### src/tipq_pkg.sv
// Package for the tagged instruction prefetch queue: depth, index widths,
// request codes and the request and response beat structs. No dependencies.
package tipq_pkg;

   localparam int QUEUE_DEPTH  = 4;
   localparam int IDX_W        = $clog2(QUEUE_DEPTH);
   localparam int LVL_W        = $clog2(QUEUE_DEPTH + 1);
   localparam int LEVEL_OUT_W  = 3;
   localparam int FETCH_STRIDE = 2;

   typedef logic [IDX_W-1:0] idx_type;
   typedef logic [LVL_W-1:0] lvl_type;

   typedef enum logic [1:0] {
      REQ_FILL    = 2'd0,
      REQ_CONSUME = 2'd1,
      REQ_FLUSH   = 2'd2,
      REQ_NOP     = 2'd3
   } req_code_type;

   typedef struct packed {
      req_code_type req_type;
      logic [15:0]  bus_word;
      logic         bus_ok;
      logic [7:0]   fill_limit;
      logic [31:0]  restart_address;
   } req_beat_type;

   typedef struct packed {
      logic [15:0]            out_word;
      logic                   word_valid;
      logic [31:0]            peek_address;
      logic [31:0]            fetch_address;
      logic [LEVEL_OUT_W-1:0] level;
      logic [31:0]            consumed_total;
   } rsp_beat_type;

endpackage

### src/tagged_instruction_prefetch_queue_unit.sv
// Top level of the tagged instruction prefetch queue: request register, queue
// update logic and response register. Depends on tipq_pkg.
//
//   channel | direction | handshake            | beat
//   req     | in        | req_valid/req_stall  | tipq_pkg::req_beat_type
//   rsp     | out       | rsp_valid/rsp_stall  | tipq_pkg::rsp_beat_type
//
// One beat in, one beat out, one beat per cycle sustained while rsp_stall is low.
// A request passes from the request register through the update logic into the
// response register; queue state changes on the same edge as the response loads.
// Synchronous reset empties the queue and clears head, level, fetch address
// and consumed count; stored words and tags are not reset.
// A stalled response holds the request register, which then stalls req.
module tagged_instruction_prefetch_queue_unit (
   input  logic                   clock,
   input  logic                   reset,
   input  logic                   req_valid,
   output logic                   req_stall,
   input  tipq_pkg::req_beat_type req_beat,
   output logic                   rsp_valid,
   input  logic                   rsp_stall,
   output tipq_pkg::rsp_beat_type rsp_beat
);

   logic                   s1_valid_ff;
   tipq_pkg::req_beat_type s1_beat_ff;
   logic                   out_valid_ff, out_valid_in;
   tipq_pkg::rsp_beat_type out_beat_ff, out_beat_in;
   logic                   advance;

   logic [15:0]       word_store_ff [tipq_pkg::QUEUE_DEPTH];
   logic [31:0]       tag_store_ff  [tipq_pkg::QUEUE_DEPTH];
   tipq_pkg::idx_type head_ff, head_in;
   tipq_pkg::lvl_type level_ff, level_in;
   logic [31:0]       fetch_ff, fetch_in;
   logic [31:0]       consumed_ff, consumed_in;

   logic                      room;
   logic                      do_append;
   logic                      do_pop;
   logic [tipq_pkg::IDX_W:0]  tail_sum;
   tipq_pkg::idx_type         tail;
   tipq_pkg::idx_type         head_inc;
   tipq_pkg::lvl_type         level_app;
   logic [31:0]               fetch_app;
   logic [15:0]               word;
   logic [31:0]               peek;

   assign advance   = s1_valid_ff && (!out_valid_ff || !rsp_stall);
   assign req_stall = s1_valid_ff && !advance;
   assign rsp_valid = out_valid_ff;
   assign rsp_beat  = out_beat_ff;

   always_comb begin
      room = (8'(level_ff) < s1_beat_ff.fill_limit)
             && (level_ff < tipq_pkg::LVL_W'(tipq_pkg::QUEUE_DEPTH));

      tail_sum = (tipq_pkg::IDX_W+1)'(head_ff) + (tipq_pkg::IDX_W+1)'(level_ff);
      if (tail_sum >= (tipq_pkg::IDX_W+1)'(tipq_pkg::QUEUE_DEPTH)) begin
         tail = tipq_pkg::IDX_W'(tail_sum - (tipq_pkg::IDX_W+1)'(tipq_pkg::QUEUE_DEPTH));
      end else begin
         tail = tipq_pkg::IDX_W'(tail_sum);
      end

      if (head_ff == tipq_pkg::IDX_W'(tipq_pkg::QUEUE_DEPTH - 1)) begin
         head_inc = '0;
      end else begin
         head_inc = head_ff + tipq_pkg::IDX_W'(1);
      end

      do_append = 1'b0;
      unique case (s1_beat_ff.req_type)
         tipq_pkg::REQ_FILL:    do_append = s1_beat_ff.bus_ok && room;
         tipq_pkg::REQ_CONSUME: do_append = s1_beat_ff.bus_ok && (level_ff == '0);
         tipq_pkg::REQ_FLUSH:   do_append = 1'b0;
         tipq_pkg::REQ_NOP:     do_append = 1'b0;
         default:               do_append = 1'b0;
      endcase

      level_app = do_append ? level_ff + tipq_pkg::LVL_W'(1) : level_ff;
      fetch_app = do_append ? fetch_ff + 32'(tipq_pkg::FETCH_STRIDE) : fetch_ff;
      do_pop    = (s1_beat_ff.req_type == tipq_pkg::REQ_CONSUME) && (level_app != '0);

      if (!do_pop) begin
         word = '0;
      end else if (level_ff == '0) begin
         word = s1_beat_ff.bus_word;
      end else begin
         word = word_store_ff[head_ff];
      end

      head_in     = do_pop ? head_inc : head_ff;
      level_in    = do_pop ? level_app - tipq_pkg::LVL_W'(1) : level_app;
      fetch_in    = fetch_app;
      consumed_in = do_pop ? consumed_ff + 32'd1 : consumed_ff;

      if (s1_beat_ff.req_type == tipq_pkg::REQ_FLUSH) begin
         head_in  = '0;
         level_in = '0;
         fetch_in = s1_beat_ff.restart_address;
      end

      if (level_in == '0) begin
         peek = fetch_in;
      end else if (do_append && (tail == head_in)) begin
         peek = fetch_ff;
      end else begin
         peek = tag_store_ff[head_in];
      end

      out_beat_in.out_word       = word;
      out_beat_in.word_valid     = do_pop;
      out_beat_in.peek_address   = peek;
      out_beat_in.fetch_address  = fetch_in;
      out_beat_in.level          = tipq_pkg::LEVEL_OUT_W'(level_in);
      out_beat_in.consumed_total = consumed_in;

      if (advance) begin
         out_valid_in = 1'b1;
      end else if (!rsp_stall) begin
         out_valid_in = 1'b0;
      end else begin
         out_valid_in = out_valid_ff;
      end
   end

   always_ff @(posedge clock) begin
      if (reset) begin
         s1_valid_ff  <= 1'b0;
         out_valid_ff <= 1'b0;
         head_ff      <= '0;
         level_ff     <= '0;
         fetch_ff     <= '0;
         consumed_ff  <= '0;
      end else begin
         if (!req_stall) begin
            s1_valid_ff <= req_valid;
         end
         out_valid_ff <= out_valid_in;
         if (advance) begin
            head_ff     <= head_in;
            level_ff    <= level_in;
            fetch_ff    <= fetch_in;
            consumed_ff <= consumed_in;
         end
      end
   end

   always_ff @(posedge clock) begin
      if (!req_stall && req_valid) begin
         s1_beat_ff <= req_beat;
      end
      if (advance) begin
         out_beat_ff <= out_beat_in;
      end
      if (advance && do_append) begin
         word_store_ff[tail] <= s1_beat_ff.bus_word;
         tag_store_ff[tail]  <= fetch_ff;
      end
   end

   a_level_bound: assert property (@(posedge clock) disable iff (reset)
      level_ff <= tipq_pkg::LVL_W'(tipq_pkg::QUEUE_DEPTH))
      else $error("queue level above depth");

   a_count_on_pop: assert property (@(posedge clock) disable iff (reset)
      advance && do_pop |=> consumed_ff == $past(consumed_ff) + 32'd1)
      else $error("consumed count did not advance on pop");

   a_no_stall_empty: assert property (@(posedge clock) disable iff (reset)
      !s1_valid_ff |-> !req_stall)
      else $error("request stalled with empty request register");

   a_word_zero: assert property (@(posedge clock) disable iff (reset)
      out_valid_ff && !out_beat_ff.word_valid |-> out_beat_ff.out_word == 16'd0)
      else $error("word present without word_valid");

endmodule
### config.mk
export PLATFORM = sky130hd
export DESIGN_NAME = tagged_instruction_prefetch_queue_unit
export DESIGN_NICKNAME = d
export VERILOG_FILES = /design/src/tipq_pkg.sv /design/src/tagged_instruction_prefetch_queue_unit.sv
export SDC_FILE = /design/constraint.sdc
export NUM_CORES = 1
export LEC_CHECK = 0
export BUFFER_PORTS_ARGS = -buffer_cell sky130_fd_sc_hd__buf_2
export CAP_MARGIN = 20
export CORE_MARGIN = 5
export CORE_UTILIZATION = 59
export CTS_BUF_LIST = sky130_fd_sc_hd__clkbuf_4 sky130_fd_sc_hd__clkbuf_8 sky130_fd_sc_hd__clkbuf_16
export CTS_CLUSTER_DIAMETER = 100
export DETAILED_ROUTE_END_ITERATION = 8
export PLACE_DENSITY = 0.8
export SYNTH_ARGS = -nofsm -noshare
export SYNTH_HDL_FRONTEND = slang
export SYNTH_SLANG_ARGS = --single-unit
### constraint.sdc
create_clock -name clock -period 6.3 [get_ports clock]
set_input_delay 0 -clock clock [delete_from_list [all_inputs] [get_ports clock]]
set_output_delay 0 -clock clock [all_outputs]
set_load 0.03 [all_outputs]
==> impl_metrics.toml <==
[cts]
clk-insertion-delay-late_ns = 0.53
cts_buffer_depth = 3
htreeDepth = 2
path_clk_slew_ns = 0.06
cts_setup_buffers = 0
root_buffer = "clkbuf_16"
cts_buffers = 43
cts_tree = "done"
cts.sink_count = 438
post_cts_resized = 0

[worst_setup_path]
worstSetupStartpointType = "flop"
path_class = "reg -> reg"
crit_family = "simple AND/OR/NAND/NOR gates"
slowest_stage = "or3b_2"
arrival_ns = 5.26
path_buf_inv = 2
crit_chain = "or4_4 > nor3_4 > a21oi_4 > xnor2_2 > ha_1 > ha_1 > or3b_2 > clkinv_1 > nand2_1 > nand2_1 > a21oi_1 > nor3_4 > buf_4 > mux2_2"
r2r_setup_slack_ns = 1.31
max_stage_delay_ns = 0.78
required_ns = 6.58
end_kind = "flop"
worstPathMaxFanout = 32

[layout]
synthToLayoutAreaGrowth_pct = 18.1
final_util_pct = 70.7
drive_gt1_share_pct = 21.0
fillCellCount = 1958
final_net_count = 1667

[logic_synthesis]
synth_top_area_share_pct = 60.2
synth-main-ff-cell = "edfxtp_1"
synth_edf_count = 367
synth_area_leaders = "edfxtp_1 (60%), dfxtp_1 (7.8%), nand2_1 (3.5%)"
async_flop_share_pct = 0
synth_area_mm2 = 0.0183
syn_inst = 1364
synth_cell_types = 56
yosysMostFrequentCell = "edfxtp_1"
ys_top_cells_by_count = "edfxtp_1 (367), nand2_1 (169), nor2_1 (87)"
yosysSeqAreaShare_pct = 67.9
yosys.area.top_type = "edfxtp_1"
synth_warnings = 0
synth_fp_nets = 1437
syn_area_per_cell_um2 = 13.4
ys_ff_latch = 438

[place]
post-place-ws_ns = 1.38
io_buffers = 180
dp_hpwl_um = 25000
place_congestion = 0.808

[timing]
worst_slew_pin_slew_ns = 1.06
finalWorstSetupSlack_ns = 1.31
slew_headroom_pct = 29.3
finalSetupTns_ns = 0
finalHoldViolations = 0
post-route-min-period_ns = 4.99
maxSlewViolCount = 0
rsz0062_at_grt = "no"
finalCritPeriodShare_pct = 79.2
fmax_ghz = 0.200
skew_ns = 0.00897
holdWs_ns = 0.181
setup_viol = 0

[detailed_routing]
vias_per_cell = 6.07
vias = 12300
drt_first_iter_violations = 1166
wl_per_cell_um = 21.9
dr.pass1.iters = 6
ant_nets = 0
drcViolationCount = 0
wl_um = 44400

[global_routing]
track_usage_pct = 25.3
grt_pass1_wl_um = 68300
grt_max_degree = 72
globalRoute.totalOverflow = 0
antenna_found_initial = 1
grt_pass1_vias = 12300

[pwr]
ir_drop_uv = 237
power_leakage_nw = 7.83
p_per_area_mw_per_mm2 = 292

[die]
pin_count = 181
rows = 64
initial_core_util_pct = 59.9
coreArea_mm2 = 0.0306
die_w_um = 186
dieArea_mm2 = 0.0347
die_y_um = 186

[job]
drv_cap = 0

[min_path]
min_path_type = "in -> reg"

[status]
status = "finished clean"
state kept, by name, indices dropped and copies added, names as in the netlist:
name	count
consumed_ff	32
fetch_ff	32
head_ff	2
level_ff	3
rsp_beat	116
rsp_valid	1
s1_beat_ff	59
s1_valid_ff	1
tag_store_ff	128
word_store_ff	64
cells in the final DEF, fill, tap and decap left out, drive strengths merged, types with 39 or more instances in the layout:
master         n
nand2        169
nor2          87
xnor2         55
and2          40
a21o          42
buf          204
dfxtp         71
o21ai         59
a211oi        41
nand3         39
clkbuf        60
dlygate4sd3   62
edfxtp       367
cell families (layout without fill, tap and decap cells):
logic type / after synthesis / count (layout) / share of synthesized area, %
and+or+nand+nor: 414 / 414 / 10.6
other: 0 / 1 / 0
AOI/OAI and AO/OA: 250 / 250 / 9.37
muxes: 68 / 68 / 5.01
buffers and inverters: 97 / 361 / 2.21
xor gates and xnor gates: 87 / 87 / 4.20
adders and majority gates: 10 / 10 / 0.683
DFF: 438 / 438 / 67.9
area by class of cell:
cell class / instances / area (um2) / share of cell area (%)
diodes: 1 / 2.50 / 0.0116
clock buffers: 60 / 1260 / 5.81
clock inverters: 19 / 109 / 0.503
inverters: 15 / 61.3 / 0.283
multi-input cells: 829 / 5550 / 25.6
flip-flops and latches: 438 / 12400 / 57.5
well taps: 396 / 495 / 2.29
repair buffers: 267 / 1730 / 7.97
what timing repair did:
action                                 in CTS  in global routing
setup endpoints to repair                   0                  0
endpoints found under the hold margin      61                  0
hold buffers                               62                  0
where the power goes:
part / switching, mW / internal, mW / total, mW
Sequential: 0.0517 / 3.23 / 3.28
Combinational: 0.375 / 0.207 / 0.582
Clock: 1.03 / 1.43 / 2.46
per-stage QoR:
step / instance area [um2] / std cells / power (mW)
after floorplan: 18300 / 1364 / 3.72
after global placement: 19600 / 1880 / 3.86
after detailed placement: 19600 / 1880 / 3.88
after CTS: 21600 / 2021 / 6.33
after global routing: 21600 / 2025 / 6.54
final: 21600 / 2025 / 6.33
worst paths after layout:
kind                                     start              to  cells after the start
worst max-delay path            s1_beat_ff[39]    rsp_beat[86]                     14
worst min register to register     s1_valid_ff       rsp_valid                      2
worst max register to register  s1_beat_ff[39]    rsp_beat[86]                     14
worst min-delay path              req_beat[15]  s1_beat_ff[15]                      2
routing by layer:
metal | global-route usage [%] | wire length, um | vias to the layer above
met4 | 9.04 | 1440 | 0
met3 | 5.15 | 4340 | 92
met1 | 33.4 | 16800 | 5979
met2 | 42.3 | 21800 | 678
li1 | - | - | 5540
met5 | 0 | 0 | -
Power figures use the tool's default switching activity.
